===== config.mk =====
export PLATFORM = sky130hd
export DESIGN_NAME = mdng_mul
export DESIGN_NICKNAME = d
export VERILOG_FILES = /design/src/rtl/core/mdng_pkg.sv /design/src/rtl/core/mdng_mul.sv
export SDC_FILE = /design/constraint.sdc
export NUM_CORES = 2
export LEC_CHECK = 0
export BUFFER_PORTS_ARGS = -buffer_cell sky130_fd_sc_hd__buf_2
export CAP_MARGIN = 0
export CELL_PAD_IN_SITES_DETAIL_PLACEMENT = 1
export CELL_PAD_IN_SITES_GLOBAL_PLACEMENT = 1
export CORE_ASPECT_RATIO = 1.75
export CORE_MARGIN = 2
export CORE_UTILIZATION = 25
export CTS_BUF_LIST = sky130_fd_sc_hd__clkbuf_16
export CTS_CLUSTER_SIZE = 24
export DETAILED_ROUTE_END_ITERATION = 10
export HOLD_SLACK_MARGIN = 0.05
export PLACE_DENSITY = 0.48
export SLEW_MARGIN = 25
export SYNTH_ARGS = -nofsm -noshare
export SYNTH_HDL_FRONTEND = slang
export SYNTH_SLANG_ARGS = --single-unit

===== constraint.sdc =====
create_clock -name clk -period 5.7 [get_ports clk]
set_input_delay 0.285 -clock clk [delete_from_list [all_inputs] [get_ports clk]]
set_output_delay 0.285 -clock clk [all_outputs]
set_load 0.01 [all_outputs]

===== src/rtl/core/mdng_pkg.sv =====
// ----------------------------------------------------------------------------
// mdng_pkg
// Shared types and constants of the microphone DC blocker and noise gate.
// ----------------------------------------------------------------------------
package mdng_pkg;

	localparam int SAMPLE_W  = 16;
	localparam int LEN_W     = 11;
	localparam int COEF_W    = 16;
	localparam int DC_W      = 32;
	localparam int SUM_W     = 41;
	localparam int FLOOR_W   = 48;
	localparam int DIV_W     = SUM_W + 16;
	localparam int ROOT_W    = (DIV_W + 1) / 2;
	localparam int SQ_W      = 2 * ROOT_W;
	localparam int REM_W     = ROOT_W + 2;
	localparam int CNT_W     = $clog2(DIV_W);
	localparam int R16_W     = ROOT_W + 8;
	localparam int R24_W     = ROOT_W + 16;
	localparam int MUL_A_W   = FLOOR_W + 1;
	localparam int MUL_B_W   = COEF_W + 1;
	localparam int PROD_W    = MUL_A_W + MUL_B_W;
	localparam int THR_W     = FLOOR_W + COEF_W + 1;
	localparam int ADDR_W    = 5;
	localparam int DATA_W    = 32;

	localparam logic [FLOOR_W-1:0] FLOOR_MAX = {FLOOR_W{1'b1}};
	localparam logic [THR_W-1:0]   GATE_BIAS = THR_W'(64'd16 << 24);

	localparam logic [COEF_W-1:0] RST_DC_COEF     = 16'd328;
	localparam logic [COEF_W-1:0] RST_GAIN        = 16'd64;
	localparam logic [COEF_W-1:0] RST_GATE_RATIO  = 16'd1280;
	localparam logic [COEF_W-1:0] RST_FLOOR_CREEP = 16'd131;
	localparam logic [LEN_W-1:0]  RST_FRAME_LEN   = 11'd547;

	typedef enum logic [2:0] {
		REG_DC_COEF,
		REG_GAIN,
		REG_GATE_RATIO,
		REG_FLOOR_CREEP,
		REG_FRAME_LENGTH
	} reg_idx_t;

	typedef struct packed {
		logic [COEF_W-1:0] dc_coef;
		logic [COEF_W-1:0] gain;
		logic [COEF_W-1:0] gate_ratio;
		logic [COEF_W-1:0] floor_creep;
		logic [LEN_W-1:0]  frame_length;
	} cfg_t;

	typedef struct packed {
		logic signed [SAMPLE_W-1:0] raw_sample;
	} in_item_t;

	typedef struct packed {
		logic signed [SAMPLE_W-1:0] clean_sample;
		logic                       gated;
		logic                       frame_last;
	} out_item_t;

	typedef enum logic [3:0] {
		ST_CLEAR,
		ST_IDLE,
		ST_TRACK,
		ST_TRACK_ADD,
		ST_GAIN,
		ST_SCALE,
		ST_SQUARE,
		ST_EMIT,
		ST_DIV_GO,
		ST_ROOT,
		ST_FLOOR,
		ST_CREEP,
		ST_GATE_MUL,
		ST_DECIDE
	} state_t;

	typedef enum logic [1:0] {
		RD_IDLE,
		RD_DIV,
		RD_SQRT
	} rd_phase_t;

endpackage


===== src/rtl/core/mdng_mul.sv =====
// ----------------------------------------------------------------------------
// mdng_mul
// Shared signed multiplier with a registered product.
// ----------------------------------------------------------------------------
module mdng_mul (
	input  logic                                 clk,
	input  logic signed [mdng_pkg::MUL_A_W-1:0] a,
	input  logic signed [mdng_pkg::MUL_B_W-1:0] b,
	output logic signed [mdng_pkg::PROD_W-1:0]  p_q
);
	import mdng_pkg::*;

	always_ff @(posedge clk) begin
		p_q <= PROD_W'(a) * PROD_W'(b);
	end
endmodule


* Yosys cells after proc, flatten, opt, wreduce, memory -nomap -nowiden *
Index checks and enable logic that the tools add are counted.

storage, ports and cells
  register bits = 66
  bits in latches = 0
  ROM bits = 0
  bits in writable memories = 0
  memories kept = 0
  input bits = 67

operators by class
  shift operators = 0
  $mul = 1
  magnitude comparators = 0
  add/subtract/negate cells = 0
  bitwise operators = 0
  equality and inequality tests = 0
  mux-type cells = 0
  reduce and logical (&&, ||, !) cells = 0
  divide/modulo/power cells = 0

operator list
  cell                                            number
  49-bit by 17-bit multiplier with 66-bit output  1

* Logic depth before layout (Yosys ltp) *
  depth after elaboration = 1
  gate-level depth with buffers = 25

* Worst setup path after synthesis *
No wires, ideal clock.

  path kind = input-to-reg
  start point = input b[2] in the netlist's numbering
  end point = register p_q[64] in the netlist's numbering
  library setup time = 0.120 ns
  setup slack = -0.492 ns
  stages on the path = 23
  arrival time = 6.072 ns
  cells stage by stage = clkbuf_1 > clkbuf_1 > nand2_1 > fa_1 > fa_1 > fa_1 > inv_1 > fa_1 > fa_1 > inv_1 > fa_1 > inv_1 > ha_1 > buf_2 > nand4_1 > or3_1 > nor4_1 > o2111ai_1 > nand3_1 > a31oi_1 > o2111ai_1 > a41oi_1 > xnor2_1

between the ends
  longest elaborated chain between the ends = 1

RTL lines
  what                                            line            text
  start: declaration                              mdng_mul.sv:8   input logic signed [mdng_pkg::MUL_B_W-1:0] b,
  49-bit by 17-bit multiplier with 66-bit output  mdng_mul.sv:14  p_q <= PROD_W'(a) * PROD_W'(b);
  end signal: assignment                          mdng_mul.sv:14
  end: declaration                                mdng_mul.sv:9   output logic signed [mdng_pkg::PROD_W-1:0] p_q

No other way between the ends.

* Final worst setup path *
  start point = input b[7] in the netlist's numbering
  end point = register p_q[43] in the netlist's numbering

The elaborated chain is that of the path after synthesis.

==> results_dict.tcl <==
set metrics [dict create \
    tightest_slew_ns 0.4757 \
    synthTopCellsByCount "860 x inv_1, 776 x fa_1, 525 x nand2_1" \
    max-clock-path-buffers 2 \
    critPathCaptureType "register" \
    synth_cell_type_count 58 \
    worst_slack_ns -0.4344 \
    nets 4804 \
    arrival_ns 6.45 \
    ys_async_sr_fraction_pct 0 \
    grt_max_degree 29 \
    hold_viol 0 \
    drive_above_1_share_pct 23.95 \
    final_antenna_net_count 0 \
    initial_core_util_pct 25.22 \
    dr_total_vias 23041 \
    via_per_inst 4.330 \
    rsz0062_at_grt "yes" \
    fin_area_um2 38480 \
    violations "setup timing" \
    maxSlewViolCount 0 \
    n_fill_cell 13335 \
    wl_mm 109.8 \
    status "complete, but fails checks" \
    design.die.area_um2 119700 \
    period_share_pct 107.6 \
    cts_tree "yes" \
    top_register "p_q" \
    ys_seq_elements 66 \
    grt_pass1_wl_mm 169.1 \
    drtIter0Drc 654 \
    yosys_warnings 0 \
    top_regs "p_q: 66 flops" \
    grt_pass1_vias 27668 \
    yosysMostFrequentCell "inv_1" \
    cts_sinks 66 \
    synth_top_area_share_pct 53.18 \
    pin_count 133 \
    mappedNetlistArea_um2 29210 \
    start_kind "input pin" \
    ys.flop_type "dfxtp_1" \
    max_freq_ghz 0.1630 \
    synth_fp_nets 4260 \
    gr-total-overflow 0 \
    rows 165 \
    dp_slack_ns -1.593 \
    cp.required_ns 6.02 \
    die_width_um 262.4 \
    maxCapViolCount 0 \
    setup_viol 32 \
    place_hpwl_mm 94.25 \
    synth-seq-area-share_pct 4.523 \
    drc 0 \
    grt_util_all_layers_pct 19.01 \
    synth_area_leaders "fa_1 53%, inv_1 11%, and2_1 6.7%, nand2_1 6.7%, ha_1 6.4%" \
    largest_register_ffs 66 \
    clk_pin_slew_ns 0.06 \
    critPathKind "in2reg" \
    cts_root_buffer "clkbuf_16" \
    cts_max_level 3 \
    post-route-min-period_ns 6.134 \
    dpl-instance-area_um2 35200 \
    synthesis.instances 3268 \
    gp_congestion 0.8429 \
    area_growth_pct 31.75 \
    wl_per_cell_um 20.63 \
    drt_pass1_iterations 4 \
    holdCritPathClass "in2reg" \
    synth_largest_area_cell "fa_1" \
    avgSynthCellArea_um2 8.938 \
    die_y_um 456.2 \
    portBuffers 132 \
    max_slew_margin_pct 68.17 \
    synth-edff-count 0 \
    critical_path.max_fanout 7 \
    antenna_found_initial 7 \
    core-area_um2 115800 \
    finalSetupTns_ns -7.240 \
    cts_buffers 9 \
]
stage by stage:
step           cells  hold WS [ns]  utilization [%]
2_1_floorplan   3268        0.5890                -
3_3_place_gp    5216        0.6812            30.39
3_5_place_dp    5216        0.6788            30.39
4_1_cts         5283        0.4131            32.35
5_1_grt         5320        0.4385            33.23
6_report        5321        0.4450            33.23
cell families (layout without fill, tap and decap cells):
group | after synthesis | after routing | share of synthesized area [%]
adders and majority gates | 925 | 925 | 59.57
other | 0 | 1 | 0
buffers and inverters | 1005 | 1554 | 12.95
DFF | 66 | 66 | 4.523
xor gates and xnor gates | 63 | 63 | 1.889
AOI/OAI and AO/OA | 209 | 209 | 4.883
and+or+nand+nor | 1000 | 1000 | 16.19
layout by cell type, fill, tap and decap left out, drive strengths merged, types with 5 or more instances in the layout:
| cell type | instances |
|---|---|
| and2 | 315 |
| nor2 | 74 |
| a211oi | 8 |
| o2111ai | 5 |
| nor3 | 15 |
| nor2b | 11 |
| nand2 | 525 |
| o21ai | 36 |
| xor2 | 22 |
| a21o | 30 |
| dfxtp | 66 |
| inv | 863 |
| nand3 | 14 |
| ha | 149 |
| bufbuf | 9 |
| nand2b | 16 |
| fa | 776 |
| nand4 | 6 |
| xnor2 | 41 |
| a2111oi | 5 |
| o21bai | 12 |
| clkbuf | 17 |
| a31oi | 8 |
| and3 | 10 |
| buf | 660 |
| nor4 | 5 |
| o21a | 8 |
| a21oi | 62 |
final cells by class:
| type | count | area, um2 | share of cell area [%] |
|---|---|---|---|
| timing repair buffer | 677 | 6395 | 16.62 |
| tap | 1503 | 1881 | 4.887 |
| inverter | 861 | 3244 | 8.430 |
| antenna | 1 | 2.502 | 0.006502 |
| multi-input combinational | 2197 | 25360 | 65.90 |
| sequential | 66 | 1321 | 3.433 |
| clock buffer | 9 | 225.2 | 0.5852 |
| clock inverter | 7 | 53.80 | 0.1398 |
critical path: stages:
cell and delay [ns]:
buf_8 0.11, buf_12 0.14, buf_6 0.13, and2_1 0.15, fa_2 0.51, inv_1 0.06, fa_2 0.34, fa_1 0.46
fa_1 0.52, inv_2 0.04, fa_1 0.56, inv_2 0.05, fa_1 0.54, inv_2 0.05, ha_4 0.22, buf_6 0.12
a2111oi_4 0.27, o21a_1 0.20, nor2_1 0.05, a31oi_1 0.15, buf_4 0.18, o31a_1 0.22, buf_12 0.15, o31ai_4 0.09
a221o_1 0.43, a221oi_2 0.33, xnor2_1 0.10
layer usage:
layer  global-route usage (%)  share of wire, %
met3                    1.822               2.2
met2                    39.62                59
met4                    6.950               4.1
met5                        0             0.053
met1                    18.96                34
what timing repair did:
| action | in CTS | in global routing |
|---|---|---|
| setup buffers | 43 | 40 |
| pin swaps | 85 | 94 |
| setup endpoints to repair | 49 | 43 |
| resized for setup | 290 | 147 |
| cloned | 10 | 3 |
| hold buffers | 0 | 0 |
path summary, 6_finish.rpt:
path,endpoint,slack [ns],start,cells past startpoint
worst min-delay path,p_q[0],0.45,a[0],3
worst max-delay path,p_q[43],-0.43,b[7],27
Power is not shown: default switching activity piles up to over one toggle a cycle in this logic, so the estimate is an artifact.
