$ cat src/rtl/core/mdng_pkg.sv
// ----------------------------------------------------------------------------
// mdng_pkg
// Shared types and constants of the microphone DC blocker and noise gate.
// ----------------------------------------------------------------------------
package mdng_pkg;

	localparam int SAMPLE_W  = 16;
	localparam int LEN_W     = 11;
	localparam int COEF_W    = 16;
	localparam int DC_W      = 32;
	localparam int SUM_W     = 41;
	localparam int FLOOR_W   = 48;
	localparam int DIV_W     = SUM_W + 16;
	localparam int ROOT_W    = (DIV_W + 1) / 2;
	localparam int SQ_W      = 2 * ROOT_W;
	localparam int REM_W     = ROOT_W + 2;
	localparam int CNT_W     = $clog2(DIV_W);
	localparam int R16_W     = ROOT_W + 8;
	localparam int R24_W     = ROOT_W + 16;
	localparam int MUL_A_W   = FLOOR_W + 1;
	localparam int MUL_B_W   = COEF_W + 1;
	localparam int PROD_W    = MUL_A_W + MUL_B_W;
	localparam int THR_W     = FLOOR_W + COEF_W + 1;
	localparam int ADDR_W    = 5;
	localparam int DATA_W    = 32;

	localparam logic [FLOOR_W-1:0] FLOOR_MAX = {FLOOR_W{1'b1}};
	localparam logic [THR_W-1:0]   GATE_BIAS = THR_W'(64'd16 << 24);

	localparam logic [COEF_W-1:0] RST_DC_COEF     = 16'd328;
	localparam logic [COEF_W-1:0] RST_GAIN        = 16'd64;
	localparam logic [COEF_W-1:0] RST_GATE_RATIO  = 16'd1280;
	localparam logic [COEF_W-1:0] RST_FLOOR_CREEP = 16'd131;
	localparam logic [LEN_W-1:0]  RST_FRAME_LEN   = 11'd547;

	typedef enum logic [2:0] {
		REG_DC_COEF,
		REG_GAIN,
		REG_GATE_RATIO,
		REG_FLOOR_CREEP,
		REG_FRAME_LENGTH
	} reg_idx_t;

	typedef struct packed {
		logic [COEF_W-1:0] dc_coef;
		logic [COEF_W-1:0] gain;
		logic [COEF_W-1:0] gate_ratio;
		logic [COEF_W-1:0] floor_creep;
		logic [LEN_W-1:0]  frame_length;
	} cfg_t;

	typedef struct packed {
		logic signed [SAMPLE_W-1:0] raw_sample;
	} in_item_t;

	typedef struct packed {
		logic signed [SAMPLE_W-1:0] clean_sample;
		logic                       gated;
		logic                       frame_last;
	} out_item_t;

	typedef enum logic [3:0] {
		ST_CLEAR,
		ST_IDLE,
		ST_TRACK,
		ST_TRACK_ADD,
		ST_GAIN,
		ST_SCALE,
		ST_SQUARE,
		ST_EMIT,
		ST_DIV_GO,
		ST_ROOT,
		ST_FLOOR,
		ST_CREEP,
		ST_GATE_MUL,
		ST_DECIDE
	} state_t;

	typedef enum logic [1:0] {
		RD_IDLE,
		RD_DIV,
		RD_SQRT
	} rd_phase_t;

endpackage

$ cat src/rtl/core/mdng_root_div.sv
// ----------------------------------------------------------------------------
// mdng_root_div
// Iterative divide followed by integer square root on one shift-subtract unit.
// ----------------------------------------------------------------------------
module mdng_root_div #(
	parameter int N_W = 11
) (
	input  logic                           clk,
	input  logic                           arst_n,
	input  logic                           start,
	input  logic [mdng_pkg::DIV_W-1:0]     dividend,
	input  logic [N_W-1:0]                 divisor,
	output logic                           idle,
	output logic [mdng_pkg::ROOT_W-1:0]    root
);
	import mdng_pkg::*;

	rd_phase_t           phase_q, phase_d;
	logic [CNT_W-1:0]    cnt_q;
	logic [SQ_W-1:0]     x_q;
	logic [REM_W-1:0]    rem_q;
	logic [ROOT_W-1:0]   root_q;
	logic [N_W-1:0]      n_q;
	logic [REM_W-1:0]    pr, sub, diff, rem_n;
	logic                ge;

	// One compare-and-subtract serves both the quotient bit and the root bit.
	always_comb begin
		if (phase_q == RD_DIV) begin
			pr  = {rem_q[REM_W-2:0], x_q[DIV_W-1]};
			sub = REM_W'(n_q);
		end else begin
			pr  = {rem_q[REM_W-3:0], x_q[SQ_W-1 -: 2]};
			sub = {root_q, 2'b01};
		end
		ge    = (pr >= sub);
		diff  = pr - sub;
		rem_n = ge ? diff : pr;
	end

	always_comb begin
		phase_d = phase_q;
		unique case (phase_q)
			RD_IDLE: if (start) phase_d = RD_DIV;
			RD_DIV:  if (cnt_q == '0) phase_d = RD_SQRT;
			RD_SQRT: if (cnt_q == '0) phase_d = RD_IDLE;
			default: phase_d = RD_IDLE;
		endcase
	end

	always_comb begin
		idle = (phase_q == RD_IDLE);
		root = root_q;
	end

	always_ff @(posedge clk or negedge arst_n) begin
		if (!arst_n) begin
			phase_q <= RD_IDLE;
		end else begin
			phase_q <= phase_d;
		end
	end

	always_ff @(posedge clk) begin
		unique case (phase_q)
			RD_IDLE: begin
				if (start) begin
					x_q   <= SQ_W'(dividend);
					rem_q <= '0;
					n_q   <= divisor;
					cnt_q <= CNT_W'(DIV_W - 1);
				end
			end
			RD_DIV: begin
				x_q <= {1'b0, x_q[DIV_W-2:0], ge};
				if (cnt_q == '0) begin
					rem_q  <= '0;
					root_q <= '0;
					cnt_q  <= CNT_W'(ROOT_W - 1);
				end else begin
					rem_q <= rem_n;
					cnt_q <= cnt_q - 1'b1;
				end
			end
			RD_SQRT: begin
				x_q    <= {x_q[SQ_W-3:0], 2'b00};
				rem_q  <= rem_n;
				root_q <= {root_q[ROOT_W-2:0], ge};
				cnt_q  <= cnt_q - 1'b1;
			end
			default: ;
		endcase
	end
endmodule

$ cat config.mk
export PLATFORM = sky130hd
export DESIGN_NAME = mdng_root_div
export DESIGN_NICKNAME = d
export VERILOG_FILES = /design/src/rtl/core/mdng_pkg.sv /design/src/rtl/core/mdng_root_div.sv
export SDC_FILE = /design/constraint.sdc
export NUM_CORES = 1
export LEC_CHECK = 0
export BUFFER_PORTS_ARGS = -buffer_cell sky130_fd_sc_hd__buf_4
export CAP_MARGIN = 20
export CORE_UTILIZATION = 53
export CTS_BUF_LIST = sky130_fd_sc_hd__clkbuf_16
export CTS_CLUSTER_SIZE = 16
export DETAILED_ROUTE_END_ITERATION = 10
export PLACE_DENSITY = 0.78
export SETUP_SLACK_MARGIN = 0.1
export SYNTH_ARGS = -nofsm -noshare
export SYNTH_HDL_FRONTEND = slang
export SYNTH_SLANG_ARGS = --single-unit
$ cat constraint.sdc
create_clock -name clk -period 4.98 [get_ports clk]
set_input_delay 0.249 -clock clk [delete_from_list [all_inputs] [get_ports clk]]
set_output_delay 0.249 -clock clk [all_outputs]
set_load 0.02 [all_outputs]
======== After elaboration in Yosys (flattened, before gate mapping) ========
Cells that the tools add are included.
Widths: inputs -> output; s select.
storage, ports and cells
  flip-flop bits (word level) ............. 136
  bits of input ports ..................... 71
  output and inout bits ................... 30
  logic and storage cells ................. 39
operators by class
  $add $sub $neg .......................... 2
  $lt $le $gt $ge ......................... 1
  equal/unequal tests ..................... 5
  mux-type cells .......................... 17
  reductions and logical operators ........ 8
operators with widths
  cell                 number
  $pmux 58 s3          1
  $mux 30              3
  $pmux 30 s3          1
  $mux 31              2
  $mux 58              1
  $pmux 29 s2          1
  $ge 31x31->1         1
  $sub 30x30->30       1
  $mux 29              1
  $pmux 6 s3           1
  $mux 6               2
  $logic_not 6->1      1
  $mux 2               3
  $pmux 2 s3           1
  $reduce_and 2->1     3
  $sub 6x1->6 const B  1
  $ne 2x2->1 const B   2
  $reduce_and 3->1     1
  $reduce_bool 3->1    1
  $eq 2x1->1 const B   1
  $eq 2x2->1 const B   1
  $logic_not 2->1      1
  $ne 2x1->1 const B   1
  $reduce_bool 2->1    1

======== Logic depth before layout (Yosys ltp) ========
Gate-level depths: netlist of run 1.
  depth in word-level cells ............... 6
  depth in mapped cells ................... 19
  mapped depth without buffers ............ 14

======== Worst setup path after synthesis of run 1 ========
OpenSTA, ideal clock, no wires.
  path type ............................... register to register
  from .................................... register phase_q[0]
  to ...................................... register cnt_q[0] (enable)
  library setup time ...................... 0.548 ns
  arrival time ............................ 4.859 ns
  data required time ...................... 4.432 ns
  path slack .............................. -0.428 ns
  stages on the path, launching flop included .. 5
  buffers on the path ..................... 0
  period minus slack after synthesis ...... 5.408 ns
  cells stage by stage .................... dfrtp_1 -> inv_1 -> ha_1 -> nor2b_1 -> nor2_1
on the way
  longest elaborated chain between the ends .. 3
  elaborated cells on any way between the ends .. 6
  those cells by class .................... eq/ne (3); reduce/logical (3)
ends and longest elaborated chain
  item                                                                     line                 text
  start, declared                                                          mdng_root_div.sv:18  rd_phase_t phase_q, phase_d;
  start signal, assigned                                                   mdng_root_div.sv:60  phase_q <= phase_d;
  $logic_not 2->1 *                                                        n/a
  named net idle                                                           mdng_root_div.sv:13  output logic idle,
  $ne 2x2->1 (no source line) / $reduce_bool 3->1 (equally long branches)  n/a
  $reduce_and 2->1 (no source line) *                                      n/a
  end signal, assigned                                                     mdng_root_div.sv:71  cnt_q <= CNT_W'(DIV_W - 1);
  end signal, assigned                                                     mdng_root_div.sv:79  cnt_q <= CNT_W'(ROOT_W - 1);
  end signal, assigned                                                     mdng_root_div.sv:82  cnt_q <= cnt_q - 1'b1;
  end, declared                                                            mdng_root_div.sv:19  logic [CNT_W-1:0] cnt_q;
Mark *: on every way through the listed nets, which the timed path passes. The rest lies on a longest branch.
A chain may end at the register's enable or synchronous reset.

======== Worst setup path after layout of run 1 ========
  from .................................... register phase_q[1]
  to ...................................... register rem_q[19] (data pin)
on the way
  longest elaborated chain between the ends .. 6
  elaborated cells on any way between the ends .. 10
  those cells by class .................... add/sub (1); order compare (1); eq/ne (2); mux (5); reduce/logical (1)
ends and longest elaborated chain
  item                                                   line                                      text
  $eq 2x1->1                                             mdng_root_div.sv:29, mdng_root_div.sv:65
  $mux 31                                                mdng_root_div.sv:29                       if (phase_q == RD_DIV) begin
  $sub 30x30->30 / $ge 31x31->1 (equally long branches)  mdng_root_div.sv:37, mdng_root_div.sv:36
  $mux 30                                                mdng_root_div.sv:38                       rem_n = ge ? diff : pr;
  $mux 30                                                mdng_root_div.sv:76                       if (cnt_q == '0) begin
  $pmux 30 s3 *                                          mdng_root_div.sv:65                       unique case (phase_q)
  end signal, assigned                                   mdng_root_div.sv:81                       rem_q <= rem_n;
  end signal, assigned                                   mdng_root_div.sv:87                       rem_q <= rem_n;
  end, declared                                          mdng_root_div.sv:21                       logic [REM_W-1:0] rem_q;
Mark *: on every way between the ends. The rest lies on a longest branch, timed or not.

==> impl_results.md, run 1 <==
* DIE HEIGHT at 127 µm
* WP data arrival at 4690 ps
* CP startpoint: phase_q[1]$_DFFE_PN0P_
* Status: completed
* Worst skew pair latency at 430 ps
* CTS tree: built
* Root Driver: clkbuf_16
* Die area at 16200 µm²
* Final count of negative-setup-slack endpoints at 0
* HP Start: start
* Diodes inserted at 0
* Synth top area cells: edfxtp_1 48%, ha_1 5.9%, a21oi_1 5.3%
* Post-route clock period utilization at 88.8%
* GRT Util Overall at 23.6%
* Slew HR at 30.9%
* CTS H-Tree Depth at 4
* Most frequent cells in the layout: 134 x edfxtp_1, 123 x buf_4, 88 x a21oi_1, 86 x nor2_1, 55 x a22oi_1
* Number of I/O pins at 101
* Yosys top cell area share at 48.3%
* Met1 usage at 32.2%
* Initial antenna violation count at 0
* RSZ-0062 raised after global routing: false
* Crit end category: flop
* Syn avg cell area at 10.5 µm²
* Die X at 127 µm
* Total wire length at 18300 µm
* Largest net degree at the start of global routing at 117
* Max Slew Vio Count at 0
* Post-synthesis cell count at 798
* YS warnings at 0
* #FFs+latches synth at 136
* PortBufs at 100
* Post-synth EDFFs at 134
* Via density at 5.83
* First-pass GRT wire length at 30000 µm
* Reg-to-reg setup timing slack at 560 ps
* Clock Pin Slew Worst Setup and Hold Paths at 60 ps
* Nets at 1012
* Detail Placement HPWL at 12100 µm
* Max Cap Viol at 0
* Drt wl/cell at 16.3 µm
* Area grow syn2layout at 21.1%
* GR Util met2 at 37.2%
* Grt ovf at 0
* CTS Buf Count at 17
* Vias at 6560
* Post-CTS Setup Bufs at 0
* HP Class: input port to flop
* CTS max path bufs at 2
* Setup TNS at 0 ps
* Max Fanout on Critical Path at 27
* Clk sinks at 136
* Post-synth ARST share at 1.47%
* Number of library cell types mapped by synthesis at 66
* Rows at 45
* GP Congestion at 0.910
* R2R Path Start: phase_q[1]$_DFFE_PN0P_
* Mapped Nets at 909
* Top FF cell, synth: edfxtp_1
* Commonest non-fill, non-tap cell in the layout: edfxtp_1
* Synth area leader: edfxtp_1
* Clock Skew at 7.33 ps
* Sequential cell area fraction in the yosys report at 48.9%
* Initial DRC Count at 409
* Vias in the first global route at 6214
* Worst-margin pin slew at 1040 ps
* Crit path to: rem_q[19]$_DFFE_PP_
* Core area at 15300 µm²
* Setup CP Type: flop to flop
* Crit path required time at 5250 ps
* Fin crit period at 4420 ps
* Post-Syn Area at 8340 µm²
* Setup crit start kind: flop
* Capturing point of the worst reg2reg path: rem_q[19]$_DFFE_PP_
* Grt peak-use layer: met2
* Worst r2r path cells at 14
* Hold Violations, Final at 0
* # DRC at 0
* Post-route ant nets at 0
* Share of cells above drive strength 1 at 22.4%
* Initial Util at 54.7%
* Met3 usage at 4.77%
* Peak Freq at 226 MHz
* Drt pass-1 iters at 5
==> kinds of logic (layout without fill, tap and decap cells) <==
group	Yosys count	count (layout)	share of synthesized area (%)
AOI/OAI and AO/OA	237	237	18.6
buffers and inverters	66	182	3.20
DFF	136	136	48.9
muxes	50	50	6.48
and+or+nand+nor	245	245	14.3
xor gates and xnor gates	24	24	2.52
adders and majority gates	40	40	6.09
==> sequential cells by signal (all words and copies together) (netlist names) <==
| signal | count |
|---|---|
| n_q | 11 |
| rem_q | 30 |
| phase_q | 2 |
| root | 29 |
| x_q | 58 |
| cnt_q | 6 |
==> worst min-delay path by stage <==
stage                                   to  slack, ps  cells past startpoint
CTS                 phase_q[0]$_DFFE_PN0P_        100                      3
finish              phase_q[0]$_DFFE_PN0P_        120                      3
global route              x_q[8]$_DFFE_PP_        130                      3
floorplan           phase_q[0]$_DFFE_PN0P_        -50                      0
global placement    phase_q[0]$_DFFE_PN0P_         40                      1
detailed placement  phase_q[0]$_DFFE_PN0P_         40                      1
==> worst max-delay path: stages (launching register included) <==
cell      delay, ps
dfrtp_1         400
inv_1           150
ha_2            530
buf_12          260
mux2_2          370
ha_1            340
a21o_1          190
a21oi_1         270
o41ai_2         130
a2111o_1        370
a211oi_2        340
or2_1           450
buf_4           260
nand2_1          60
a21oi_1         140
==> metrics by stage <==
stage               cell area [µm²]  std cells  utilization (%)  hold slack [ps]  setup WS, ps
CTS                           10100       1125             66.2              104           311
global placement               9360       1081             61.3             35.1           488
global route                  10100       1125             66.2              130           285
detailed placement             9360       1081             61.3             35.8           399
finish                        10100       1125             66.2              118           557
floorplan                      8340        798                -            -46.6           867
==> layout make-up <==
class                   instances  area, µm²
clock buffers                  17        425
multi-input cells             596       4030
fillers                      1214       5160
repair buffers                136       1060
well taps                     211        264
clock inverters                15        189
flip-flops and latches        136       4070
inverters                      14       52.6
==> what timing repair did <==
item,in CTS,in global routing
endpoints found under the setup margin,0,10
hold buffers,12,0
resized for setup,0,1
hold endpoints to repair,13,0
==> synthesized netlist by cell type (15+ instances only) <==
cell / count
a21oi_1: 88
nand2_1: 47
nor2_1: 87
ha_1: 39
clkbuf_1: 39
mux2_2: 31
o21ai_0: 24
and2_1: 35
nand3_1: 15
nand2b_1: 24
edfxtp_1: 134
mux2i_1: 18
a22oi_1: 55
==> routing by layer <==
metal	share of wire (%)	vias up
met5	0	-
met4	2.0	0
met2	47	212
li1	-	3200
met1	46	3119
met3	5.0	29
Power of run 1 is left out: the tool's default activity adds up to more than one toggle a clock period on the data nets, which glitch-free logic cannot reach.
==> run 2: changes to the inputs <==
CORE_ASPECT_RATIO = 1.75   (was unset)
==> impl_results.md, run 2 (synthesized netlist as in run 1, its figures left out) <==
* Area of the multi-input gates at 4030 µm²
* HP Class: input port to flop
* Slowest CP cell: o311ai_1
* Total wire length at 19700 µm
* Non-filler cells, final at 1086
* CTS max path bufs at 2
* Via density at 6.05
* Initial Util at 54.2%
* Share of cells above drive strength 1 at 21.6%
* Most frequent cells in the layout: 134 x edfxtp_1, 109 x buf_4, 88 x a21oi_1, 86 x nor2_1, 55 x a22oi_1
* Post-route ant nets at 0
* Post-CTS sizing at 0
* GRT Util Overall at 24.6%
* Rows at 60
* Worst r2r path cells at 13
* Largest net degree at the start of global routing at 118
* Drt wl/cell at 18.1 µm
* Slew HR at 31.8%
* Setup ws final at 622 ps
* Max Cap Viol at 0
* Die area at 16300 µm²
* Setup TNS at 0 ps
* Nets at 998
* Max FFs per register at 58
* Final count of negative-setup-slack endpoints at 0
* Clock Skew at 8.62 ps
* Grt ovf at 0
* Detail Placement HPWL at 13800 µm
* CTS tree: built
* Vias at 6570
* PortBufs at 100
* First-pass GRT wire length at 31800 µm
* Number of I/O pins at 101
* Max Slew Vio Count at 0
* Crit path to: rem_q[24]$_DFFE_PP_
* R2R Path Start: phase_q[1]$_DFFE_PN0P_
* WP data arrival at 4510 ps
* HP Start: divisor[6]
* Setup CP Type: flop to flop
* Fin crit period at 4360 ps
* Worst-margin pin slew at 1020 ps
* Die X at 96.8 µm
* Diodes inserted at 0
* Vias in the first global route at 6709
* Max Fanout on Critical Path at 32
* Clk sinks at 136
* Worst skew pair latency at 430 ps
* Clock Pin Slew Worst Setup and Hold Paths at 60 ps
* Area grow syn2layout at 19.3%
* Biggest register: x_q
* Crit-path max cell delay at 540 ps
* Crit end category: flop
* Initial DRC Count at 250
* Crit-path cells: inv_1 > ha_2 > buf_12 > mux2_2 > fa_1 > a21o_1 > a22o_1 > o311ai_1 > o21ai_0 > o21ai_0 > o21ai_0 > xnor2_1 > o22ai_1
* Status: completed
* Reg-to-reg setup timing slack at 620 ps
* Core area at 15400 µm²
* Seq. cell area at 4070 µm²
* Setup crit start kind: flop
* Crit path required time at 5140 ps
* GP Congestion at 0.930
* # DRC at 0
* Initial antenna violation count at 0
* Fillers at 1225
* Hold Violations, Final at 0
* Dpl cells at 1043
* RSZ-0062 raised after global routing: false
* CP startpoint: phase_q[1]$_DFFE_PN0P_
* Post-route clock period utilization at 87.5%
* Peak Freq at 229 MHz
* CTS Buf Count at 17
* Commonest non-fill, non-tap cell in the layout: edfxtp_1
* DIE HEIGHT at 168 µm
* Capturing point of the worst reg2reg path: rem_q[24]$_DFFE_PP_
* Crit path top cell by count: o21ai_0
* Drt pass-1 iters at 5
* Hold slack at 13.9 ps
* Root Driver: clkbuf_16
* CTS H-Tree Depth at 4
* Placement Setup Slack at 699 ps
## run 2: cell types whose count changed in the layout (fill, tap and decap cells not counted), sizes merged
cell	before	now
inv	21	20
bufinv	3	2
dlygate4sd3	12	11
buf	124	111
clkinvlp	1	3
## run 2: worst max-delay path, delay by kind of cell, from the launching register on
kind	cells	cell delay, ps
buffers and inverters	2	430
muxes	1	400
xor gates and xnor gates	1	190
AOI/OAI and AO/OA	7	1730
adders and majority gates	2	930
DFF	1	410
## run 2: cell type report
cell class | count | area share (%)
Timing Repair Buffer | 122 | 9.73
Inverter | 14 | 0.528
Tap cell | 186 | 2.34
Multi-Input combinational cell | 596 | 40.5
Clock inverter | 15 | 1.70
Clock buffer | 17 | 4.27
Sequential cell | 136 | 40.9
## run 2: how the worst min path moves through the flow
stage,end,depth (start not counted),slack [ps]
detailed placement,phase_q[0]$_DFFE_PN0P_,1,40
global placement,phase_q[0]$_DFFE_PN0P_,1,40
global route,n_q[6]$_DFFE_PP_,1,8
CTS,n_q[3]$_DFFE_PP_,1,1
finish,n_q[6]$_DFFE_PP_,1,10
floorplan,phase_q[0]$_DFFE_PN0P_,0,-50
## run 2: through the flow
step / cell area (µm²) / util [%]
3_5_place_dp: 9250 / 60.1
3_3_place_gp: 9250 / 60.1
5_1_grt: 9950 / 64.7
2_1_floorplan: 8340 / -
4_1_cts: 9940 / 64.6
6_report: 9950 / 64.7
## run 2: timing repair
action	4_1_cts	5_1_grt
hold buffers	10	1
endpoints found under the hold margin	11	1
setup buffers	0	0
## run 2: layer usage
layer,routed length [µm],part of all wire [%],up-vias,global-route usage (%)
met1,7160,36,3177,24.9
li1,-,-,3177,-
met4,836,4.2,0,14.4
met5,0,0,-,0
met2,11100,56,156,47.3
met3,570,2.9,60,3.36
Power of run 2 is left out for the same reason.
