<file path="src/rtl/core/mdng_pkg.sv">
// ----------------------------------------------------------------------------
// mdng_pkg
// Shared types and constants of the microphone DC blocker and noise gate.
// ----------------------------------------------------------------------------
package mdng_pkg;

	localparam int SAMPLE_W  = 16;
	localparam int LEN_W     = 11;
	localparam int COEF_W    = 16;
	localparam int DC_W      = 32;
	localparam int SUM_W     = 41;
	localparam int FLOOR_W   = 48;
	localparam int DIV_W     = SUM_W + 16;
	localparam int ROOT_W    = (DIV_W + 1) / 2;
	localparam int SQ_W      = 2 * ROOT_W;
	localparam int REM_W     = ROOT_W + 2;
	localparam int CNT_W     = $clog2(DIV_W);
	localparam int R16_W     = ROOT_W + 8;
	localparam int R24_W     = ROOT_W + 16;
	localparam int MUL_A_W   = FLOOR_W + 1;
	localparam int MUL_B_W   = COEF_W + 1;
	localparam int PROD_W    = MUL_A_W + MUL_B_W;
	localparam int THR_W     = FLOOR_W + COEF_W + 1;
	localparam int ADDR_W    = 5;
	localparam int DATA_W    = 32;

	localparam logic [FLOOR_W-1:0] FLOOR_MAX = {FLOOR_W{1'b1}};
	localparam logic [THR_W-1:0]   GATE_BIAS = THR_W'(64'd16 << 24);

	localparam logic [COEF_W-1:0] RST_DC_COEF     = 16'd328;
	localparam logic [COEF_W-1:0] RST_GAIN        = 16'd64;
	localparam logic [COEF_W-1:0] RST_GATE_RATIO  = 16'd1280;
	localparam logic [COEF_W-1:0] RST_FLOOR_CREEP = 16'd131;
	localparam logic [LEN_W-1:0]  RST_FRAME_LEN   = 11'd547;

	typedef enum logic [2:0] {
		REG_DC_COEF,
		REG_GAIN,
		REG_GATE_RATIO,
		REG_FLOOR_CREEP,
		REG_FRAME_LENGTH
	} reg_idx_t;

	typedef struct packed {
		logic [COEF_W-1:0] dc_coef;
		logic [COEF_W-1:0] gain;
		logic [COEF_W-1:0] gate_ratio;
		logic [COEF_W-1:0] floor_creep;
		logic [LEN_W-1:0]  frame_length;
	} cfg_t;

	typedef struct packed {
		logic signed [SAMPLE_W-1:0] raw_sample;
	} in_item_t;

	typedef struct packed {
		logic signed [SAMPLE_W-1:0] clean_sample;
		logic                       gated;
		logic                       frame_last;
	} out_item_t;

	typedef enum logic [3:0] {
		ST_CLEAR,
		ST_IDLE,
		ST_TRACK,
		ST_TRACK_ADD,
		ST_GAIN,
		ST_SCALE,
		ST_SQUARE,
		ST_EMIT,
		ST_DIV_GO,
		ST_ROOT,
		ST_FLOOR,
		ST_CREEP,
		ST_GATE_MUL,
		ST_DECIDE
	} state_t;

	typedef enum logic [1:0] {
		RD_IDLE,
		RD_DIV,
		RD_SQRT
	} rd_phase_t;

endpackage

</file>
<file path="src/rtl/core/mdng_apb.sv">
// ----------------------------------------------------------------------------
// mdng_apb
// Configuration register file behind an APB-style port.
// ----------------------------------------------------------------------------
module mdng_apb (
	input  logic                        clk,
	input  logic                        arst_n,
	input  logic                        psel,
	input  logic                        penable,
	input  logic                        pwrite,
	input  logic [mdng_pkg::ADDR_W-1:0] paddr,
	input  logic [mdng_pkg::DATA_W-1:0] pwdata,
	output logic [mdng_pkg::DATA_W-1:0] prdata,
	output logic                        pready,
	output mdng_pkg::cfg_t              cfg
);
	import mdng_pkg::*;

	cfg_t     cfg_q;
	reg_idx_t idx;
	logic     wr;

	always_comb begin
		idx    = reg_idx_t'(paddr[ADDR_W-1:2]);
		wr     = psel && penable && pwrite;
		pready = 1'b1;
		cfg    = cfg_q;
		prdata = '0;
		case (idx)
			REG_DC_COEF:      prdata = DATA_W'(cfg_q.dc_coef);
			REG_GAIN:         prdata = DATA_W'(cfg_q.gain);
			REG_GATE_RATIO:   prdata = DATA_W'(cfg_q.gate_ratio);
			REG_FLOOR_CREEP:  prdata = DATA_W'(cfg_q.floor_creep);
			REG_FRAME_LENGTH: prdata = DATA_W'(cfg_q.frame_length);
			default:          prdata = '0;
		endcase
	end

	always_ff @(posedge clk or negedge arst_n) begin
		if (!arst_n) begin
			cfg_q.dc_coef      <= RST_DC_COEF;
			cfg_q.gain         <= RST_GAIN;
			cfg_q.gate_ratio   <= RST_GATE_RATIO;
			cfg_q.floor_creep  <= RST_FLOOR_CREEP;
			cfg_q.frame_length <= RST_FRAME_LEN;
		end else if (wr) begin
			case (idx)
				REG_DC_COEF:      cfg_q.dc_coef      <= pwdata[COEF_W-1:0];
				REG_GAIN:         cfg_q.gain         <= pwdata[COEF_W-1:0];
				REG_GATE_RATIO:   cfg_q.gate_ratio   <= pwdata[COEF_W-1:0];
				REG_FLOOR_CREEP:  cfg_q.floor_creep  <= pwdata[COEF_W-1:0];
				REG_FRAME_LENGTH: cfg_q.frame_length <= pwdata[LEN_W-1:0];
				default: ;
			endcase
		end
	end
endmodule
</file>
<file path="config.mk">
export PLATFORM = sky130hd
export DESIGN_NAME = mdng_apb
export DESIGN_NICKNAME = d
export VERILOG_FILES = /design/src/rtl/core/mdng_pkg.sv /design/src/rtl/core/mdng_apb.sv
export SDC_FILE = /design/constraint.sdc
export NUM_CORES = 1
export LEC_CHECK = 0
export ABC_CLOCK_PERIOD_IN_PS = 1800
export BUFFER_PORTS_ARGS = -buffer_cell sky130_fd_sc_hd__buf_2
export CORE_MARGIN = 3
export CORE_UTILIZATION = 52
export DETAILED_ROUTE_END_ITERATION = 8
export HOLD_SLACK_MARGIN = 0.08
export PLACE_DENSITY_LB_ADDON = 0.2
export SYNTH_ARGS = -nofsm -noshare
export SYNTH_HDL_FRONTEND = slang
export SYNTH_SLANG_ARGS = --single-unit
</file>
<file path="constraint.sdc">
create_clock -name clk -period 1.8 [get_ports clk]
set_clock_uncertainty 0.1 [all_clocks]
set_input_delay 0.18 -clock clk [delete_from_list [all_inputs] [get_ports clk]]
set_output_delay 0.18 -clock clk [all_outputs]
set_load 0.02 [all_outputs]
</file>
* Yosys cells after proc, flatten, opt, wreduce, memory -nomap -nowiden *
Index checks and enable logic that the tools add are counted.

word-level totals
  register bits after elaboration = 75
  input bits = 42
  output and inout port bits = 108

operators by class
  equality and inequality tests = 4
  multiplexer cells = 1
  reductions and logical operators = 8

operator list
  kind                                            count
  one-hot mux 16 bit (5 select lines)             1
  AND reduction 2 bit                             5
  == test 3 x 2 -> 1 bit (second input constant)  2
  == test 3 x 1 -> 1 bit (second input constant)  1
  == test 3 bit (second input constant)           1
  logical NOT 3 bit                               1
  logical AND 1 bit                               2

* Longest topological paths before layout *
Gate-level depths: netlist of the first run.

  depth after elaboration = 3
  mapped depth = 5
  depth with buffers taken out = 3

* Worst setup path after synthesis of the first run *
OpenSTA, ideal clock, no wires.

  kind = input to output
  start point = in paddr[4] (netlist bit)
  end point = out prdata[0] (netlist bit)
  arrival = 1.465 ns
  setup slack = 0.055 ns
  cell stages on the path = 5
  buffers on the path = 2
  path through = clkbuf_1 -> nor2b_1 -> clkbuf_1 -> a22oi_1 -> o21ai_0

on the way
  longest elaborated chain between the ends = 2

RTL lines
  what                                         line            text
  start: declaration                           mdng_apb.sv:11  input logic [mdng_pkg::ADDR_W-1:0] paddr,
  == test 3 bit, or another cell as far along  mdng_apb.sv:29  case (idx)
  one-hot mux 16 bit (5 select lines) *        mdng_apb.sv:29
  end: declaration                             mdng_apb.sv:13  output logic [mdng_pkg::DATA_W-1:0] prdata,

Mark *: on every way between the ends. The rest lies on a longest branch, timed or not.

* Final worst setup path of the first run *
  start point = reg cfg_q, in the netlist cfg[25]
  end point = out prdata[14] (netlist bit)

on the way
  longest elaborated chain between the ends = 1

RTL lines
  what                                 line            text
  start: declaration                   mdng_apb.sv:19  cfg_t cfg_q;
  one-hot mux 16 bit (5 select lines)  mdng_apb.sv:29

No other way between the ends.

==> results of run 1 <==
==> final cells by class <==
cell class	count	area (um2)	share of cell area (%)
timing repair buffer	171	1081	22.30
tap	93	116.4	2.401
multi-input combinational	159	1590	32.81
sequential	75	1893	39.06
clock inverter	5	31.28	0.6453
clock buffer	11	131.4	2.710
inverter	1	3.754	0.07744
==> where the power goes <==
group | total, mW | switching, mW | internal (mW)
clock | 1.11 | 0.614 | 0.496
combinational | 1.77 | 0.965 | 0.802
sequential | 2.31 | 0.248 | 2.06
total | 5.18 | 1.83 | 3.36
==> how the worst min path moves through the flow <==
| stage | end | cells after the start | startpoint |
|---|---|---|---|
| 2_1_floorplan | cfg[10]$_DFFE_PN0P_ | 0 | arst_n |
| 3_3_place_gp | cfg[39]$_DFFE_PN0P_ | 1 | arst_n |
| 3_5_place_dp | cfg[71]$_DFFE_PN0P_ | 1 | arst_n |
| 4_1_cts | cfg[71]$_DFFE_PN0P_ | 2 | arst_n |
| 5_1_grt | cfg[38]$_DFFE_PN0P_ | 2 | arst_n |
| 6_report | cfg[71]$_DFFE_PN0P_ | 2 | arst_n |
==> per-stage QoR <==
stage / instances / total power [mW] / setup TNS, ns
after CTS: 504 / 5.115 / 0
final: 515 / 5.183 / 0
after detailed placement: 470 / 3.974 / 0
after global routing: 515 / 5.465 / -0.08443
after global placement: 470 / 3.930 / 0
after floorplan: 268 / 3.359 / 0
==> worst register-to-register path, delay by kind of cell, from the launching register on <==
family | cells | cell delay (ns)
multiplexers | 1 | 0.25
flip-flops | 1 | 0.41
buffers and inverters | 1 | 0.14
==> cells by family (layout without fill, tap and decap cells) <==
group	after synthesis	after routing	synth area share [%]
buffers and inverters	34	188	6.634
other	2	17	0.2063
multiplexers	91	91	30.73
AND/OR/NAND/NOR	18	18	3.953
AO/OA/AOI/OAI	33	33	6.463
flip-flops	75	75	52.01
==> what timing repair did <==
| item | in CTS | in global routing |
|---|---|---|
| resized for setup | 0 | 17 |
| hold buffers | 17 | 0 |
| setup buffers | 1 | 11 |
| gates cloned | 0 | 0 |
| setup endpoints to repair | 1 | 13 |
| pin swaps | 0 | 0 |
| hold endpoints to repair | 138 | 0 |
==> cell usage in the layout (no fill, tap or decap), types with 2 or more instances in the layout <==
| master | count |
|---|---|
| nor2b_4 | 2 |
| o21ai_1 | 8 |
| clkinv_2 | 3 |
| nor2b_1 | 6 |
| mux4_2 | 5 |
| clkbuf_8 | 9 |
| mux2_2 | 76 |
| buf_6 | 2 |
| dfrtp_1 | 62 |
| buf_2 | 111 |
| a22oi_1 | 10 |
| conb_1 | 17 |
| buf_4 | 39 |
| buf_12 | 2 |
| nand2_1 | 2 |
| a32oi_1 | 10 |
| dfstp_2 | 13 |
| o21ai_0 | 3 |
| clkbuf_1 | 2 |
| dlygate4sd3_1 | 17 |
| mux2_4 | 10 |
==> per-layer routing <==
| layer | wire [um] | vias up | track usage [%] |
|---|---|---|---|
| li1 | - | 1232 | - |
| met1 | 3846 | 1332 | 30.98 |
| met2 | 4748 | 110 | 40.49 |
| met3 | 622 | 15 | 5.109 |
| met4 | 172 | 0 | 10.01 |
| met5 | 0 | - | 0 |
==> impl_metrics.json, run 1 <==
{
  "insertion_delay_ns": 0.34,
  "netlist_instances": 253,
  "first_global_vias": 2767,
  "critPathTopFamily": "multiplexers",
  "startpoint": "cfg[25]$_DFFE_PN0P_",
  "drt_wl_total_um": 9390,
  "reg2reg_depth": 2,
  "fp.dieW_um": 89.67,
  "syn_area_mm2": 0.003640,
  "r2r_setup_slack_ns": 0.79,
  "floorplan.initialDensity_pct": 55.42,
  "status": "finished, final reports clean",
  "hold_ws_ns": 0.1481,
  "ys_warn_count": 0,
  "ir_worst_vdd_uv": 679.8,
  "largest_register_ffs": 75,
  "cts_tree": "done",
  "rows": 29,
  "synth_area_leaders": "dfrtp_1 (43%), mux2_2 (24%), dfstp_2 (9.4%), buf_4 (4.3%), mux2_4 (4.1%)",
  "clock-sinks": 75,
  "grtUsageTotal_pct": 24.35,
  "synth_edf_count": 0,
  "drtPass1Iterations": 4,
  "yosysSeqAreaShare_pct": 52.01,
  "dp_hpwl_um": 6532,
  "async_reset_ff_share_pct": 100.0,
  "synth_top_cell_area_share_pct": 42.63,
  "grt_start_max_net_pins": 36,
  "grt-ovfl-total": 0,
  "crit_type": "reg -> out",
  "yosys-top-cells-count": "mux2_2 (76), dfrtp_1 (62), buf_4 (21), dfstp_2 (13)",
  "rsz0062_at_grt": "yes",
  "place_congestion": 0.7455,
  "worst_setup_path_start_kind": "flop",
  "io_buffers": 114,
  "io_pins": 150,
  "cp_cell_sequence": "mux4_2, nor2b_4, buf_6",
  "crit_required_ns": 1.52,
  "hold_viol": 0,
  "clkTransAtPathRegs_ns": 0.09,
  "leakagePower_nw": 2.454,
  "power_density_mw_per_mm2": 1069,
  "synth_cell_types": 26,
  "max_stage_delay_ns": 0.48,
  "drt_iter0_drc": 92,
  "n_antenna_cell": 0,
  "min_period_ns": 1.788,
  "end_kind": "primary output",
  "postLayoutCellArea_mm2": 0.004847,
  "clockRootBuffer": "clkbuf_8",
  "dieArea_mm2": 0.008040,
  "drtAntennaViolNets": 0,
  "slew_viol_final": 0,
  "nets": 459,
  "crit_fanout": 3,
  "finalCritPeriodShare_pct": 99.33,
  "worst_slack_ns": 0.01214,
  "synth-seq-cells": 75,
  "cp_data_arrival_time_ns": 1.51,
  "h-tree-depth": 3,
  "r2r_start": "cfg[25]$_DFFE_PN0P_",
  "die_h_um": 89.67,
  "wl_per_cell_um": 18.23,
  "cts_inserted_buffers": 9,
  "endpoint": "prdata[14]",
  "clk_path_buf_depth": 2,
  "nFillCells": 473,
  "utilization_pct": 73.80,
  "grt_antenna_before_repair": 0,
  "synth_top_area_cell": "dfrtp_1",
  "pre_cts_slack_ns": 0.09083,
  "worstReg2RegEnd": "cfg[25]$_DFFE_PN0P_",
  "ys.flop_type": "dfrtp_1",
  "fp.coreArea_mm2": 0.006568,
  "vias": 2689,
  "dpl-instance-area_mm2": 0.004389,
  "final-setup-viol-count": 0,
  "grt_pass1_wl_um": 14410,
  "areaGrowthSynthToFinish_pct": 33.17,
  "hp-class": "in -> async",
  "drc_errors": 0,
  "syn-mean-instance-area_um2": 14.39,
  "fmax_ghz": 0.5593,
  "cp_slowest_cell": "mux4_2",
  "synth_most_common_cell": "mux2_2",
  "cap_violations": 0,
  "crit_cells": 3,
  "critPathBufInv": 1,
  "viasPerCell": 5.221,
  "drive_above_1_share_pct": 66.35
}
(Power assumes the default switching activity.)
==> run 2: changes to the inputs <==
--- a/config.mk
+++ b/config.mk
@@ -5,10 +5,11 @@
 export SDC_FILE = /design/constraint.sdc
 export NUM_CORES = 1
 export LEC_CHECK = 0
-export ABC_CLOCK_PERIOD_IN_PS = 1800
+export ABC_AREA = 1
+export ABC_CLOCK_PERIOD_IN_PS = 2000
 export BUFFER_PORTS_ARGS = -buffer_cell sky130_fd_sc_hd__buf_2
 export CORE_MARGIN = 3
-export CORE_UTILIZATION = 52
+export CORE_UTILIZATION = 48
 export DETAILED_ROUTE_END_ITERATION = 8
 export HOLD_SLACK_MARGIN = 0.08
 export PLACE_DENSITY_LB_ADDON = 0.2
==> constraint.sdc (replaced) <==
create_clock -name clk -period 2 [get_ports clk]
set_clock_uncertainty 0.1 [all_clocks]
set_input_delay 0.2 -clock clk [delete_from_list [all_inputs] [get_ports clk]]
set_output_delay 0.2 -clock clk [all_outputs]
set_load 0.02 [all_outputs]
==> impl_metrics.json, run 2 <==
{
  "netlist_instances": 458,
  "yosysSeqAreaShare_pct": 51.60,
  "ir_worst_vdd_uv": 620.9,
  "ys_warn_count": 0,
  "synth_top_area_cell": "dfrtp_1",
  "io_buffers": 114,
  "dp_hpwl_um": 6919,
  "worst_setup_path_start_kind": "input pin",
  "use_met1_pct": 32.37,
  "cp_common_cell": "buf_2",
  "wl_per_cell_um": 14.93,
  "hp-class": "in -> async",
  "drive_above_1_share_pct": 28.26,
  "crit_fanout": 15,
  "clk_path_buf_depth": 2,
  "leakagePower_nw": 2.584,
  "seqCellArea_mm2": 0.001893,
  "drtAntennaViolNets": 0,
  "cp_cell_sequence": "buf_2, nand3_2, buf_4, nor2_1, a21oi_1, nand2_1, buf_2",
  "rows": 31,
  "cap_violations": 0,
  "final-setup-viol-count": 0,
  "drc_errors": 0,
  "total_power_mw": 5.004,
  "io_pins": 150,
  "synth_area_leaders": "dfrtp_1 (42%), nand2_1 (12%), dfstp_2 (9.3%), o21ai_0 (6.7%), buf_4 (5.5%)",
  "cts_inserted_buffers": 9,
  "drt_iter0_drc": 172,
  "grt_start_max_net_pins": 40,
  "cts_tree": "done",
  "async_reset_ff_share_pct": 100.0,
  "slew_headroom_pct": 55.03,
  "synth_top_cell_area_share_pct": 42.29,
  "hold_viol": 0,
  "drt_wl_total_um": 10300,
  "min_period_ns": 1.756,
  "nFillCells": 662,
  "slew_viol_final": 0,
  "critPathTopFamily": "buffers and inverters",
  "fmax_ghz": 0.5695,
  "drtPass1Iterations": 5,
  "fp.dieW_um": 93.42,
  "grt_antenna_before_repair": 0,
  "synth_cell_types": 20,
  "syn_area_mm2": 0.003669,
  "floorplan.initialDensity_pct": 50.04,
  "mostFrequentLayoutCells": "nand2_1 (121), buf_2 (113), dfrtp_1 (62)",
  "grtUsageTotal_pct": 23.92,
  "met3_usage_pct": 3.620,
  "top_usage_layer": "met2",
  "crit_type": "in -> out",
  "clkTransAtPathRegs_ns": 0.08,
  "rsz0062_at_grt": "no",
  "ys.flop_type": "dfrtp_1",
  "clockRootBuffer": "clkbuf_8",
  "largest_register_ffs": 75,
  "power_density_mw_per_mm2": 1058,
  "viasPerCell": 4.967,
  "dieArea_mm2": 0.008727,
  "synth-seq-cells": 75,
  "syn-mean-instance-area_um2": 8.010,
  "die_h_um": 93.42,
  "grt_pass1_wl_um": 16220,
  "worst_slew_pin_slew_ns": 0.6721,
  "areaGrowthSynthToFinish_pct": 28.96,
  "synth_most_common_cell": "nand2_1",
  "cp_data_arrival_time_ns": 1.46,
  "insertion_delay_ns": 0.34,
  "first_global_vias": 3230,
  "clock-sinks": 75,
  "finalCritPeriodShare_pct": 87.79,
  "grt-ovfl-total": 0,
  "synth_edf_count": 0,
  "yosys-top-cells-count": "nand2_1 (121), dfrtp_1 (62), inv_1 (49), o21ai_0 (49), o21ai_1 (36)",
  "status": "finished, final reports clean",
  "multi_input_area_mm2": 0.001373,
  "max_stage_delay_ns": 0.30,
  "vias": 3427,
  "nets": 628,
  "end_kind": "primary output",
  "cp_slowest_cell": "buf_2",
  "critPathBufInv": 3,
  "h-tree-depth": 3,
  "place_congestion": 0.8245,
  "crit_required_ns": 1.70,
  "use_met2_pct": 38.83,
  "final_common_cell": "nand2_1",
  "fp.coreArea_mm2": 0.007331,
  "n_antenna_cell": 0,
  "fin_tns_setup_ns": 0
}
[run 2: final timing paths]
kind | from | to | slack [ns] | depth (start not counted)
setup / recovery | paddr[2] | prdata[11] | 0.24 | 7
hold / removal | arst_n | cfg[44]$_DFFE_PN0P_ | 0.26 | 2
setup reg to reg | cfg[12]$_DFFE_PN1P_ | cfg[12]$_DFFE_PN1P_ | 1.08 | 2
hold reg to reg | cfg[35]$_DFFE_PN1P_ | cfg[35]$_DFFE_PN1P_ | 0.39 | 2
max in group asynchronous | arst_n | cfg[9]$_DFFE_PN1P_ | 0.90 | 3
min in group clk | pwrite | cfg[35]$_DFFE_PN1P_ | 0.29 | 5
[run 2: where the power goes]
part           switching [mW]  internal (mW)  leakage, nW
clock network           0.557           1.03        0.137
logic                   0.904          0.445         1.52
registers               0.227           1.85        0.927
[run 2: logic make-up (layout without fill, tap and decap cells)]
family / Yosys count / count (layout) / share of synthesized area [%]
compound gates: 90 / 90 / 12.28
flops: 75 / 75 / 51.60
buf+inv: 94 / 212 / 12.59
other cells: 2 / 17 / 0.2047
simple gates: 197 / 197 / 23.33
[run 2: worst register-to-register path: stages, from the launching register on]
cell     delay, ns
dfstp_2       0.53
inv_1         0.04
o21ai_0       0.17
[run 2: cell type report]
cell class | instances | share of cell area [%]
well taps | 99 | 2.618
clock buffers | 12 | 3.280
multi-input cells | 304 | 29.01
clock inverters | 4 | 2.539
inverters | 54 | 4.285
flip-flops and latches | 75 | 40.02
repair buffers | 142 | 18.25
[run 2: per-layer routing]
metal | routed length, um | share of wire, %
met4 | 102 | 0.99
met1 | 4557 | 44
met3 | 650 | 6.3
met2 | 4990 | 48
met5 | 0 | 0
[run 2: what timing repair did]
action | 4_1_cts | 5_1_grt
gates resized for setup | 0 | 0
hold buffers | 17 | 0
hold endpoints to repair | 90 | 0
buffers inserted | 0 | 0
[run 2: stage by stage]
stage | util (%) | hold WS (ns) | cell area (um2) | instances | setup WS (ns)
finish | 64.53 | 0.2624 | 4731 | 690 | 0.2442
global route | 64.53 | 0.3169 | 4731 | 690 | 0.1347
CTS | 64.53 | 0.2710 | 4731 | 690 | 0.2559
detailed placement | 58.46 | 0.1013 | 4285 | 657 | 0.07487
global placement | 58.46 | 0.09589 | 4285 | 657 | 0.1224
floorplan | - | -0.1956 | 3725 | 473 | 0.7279
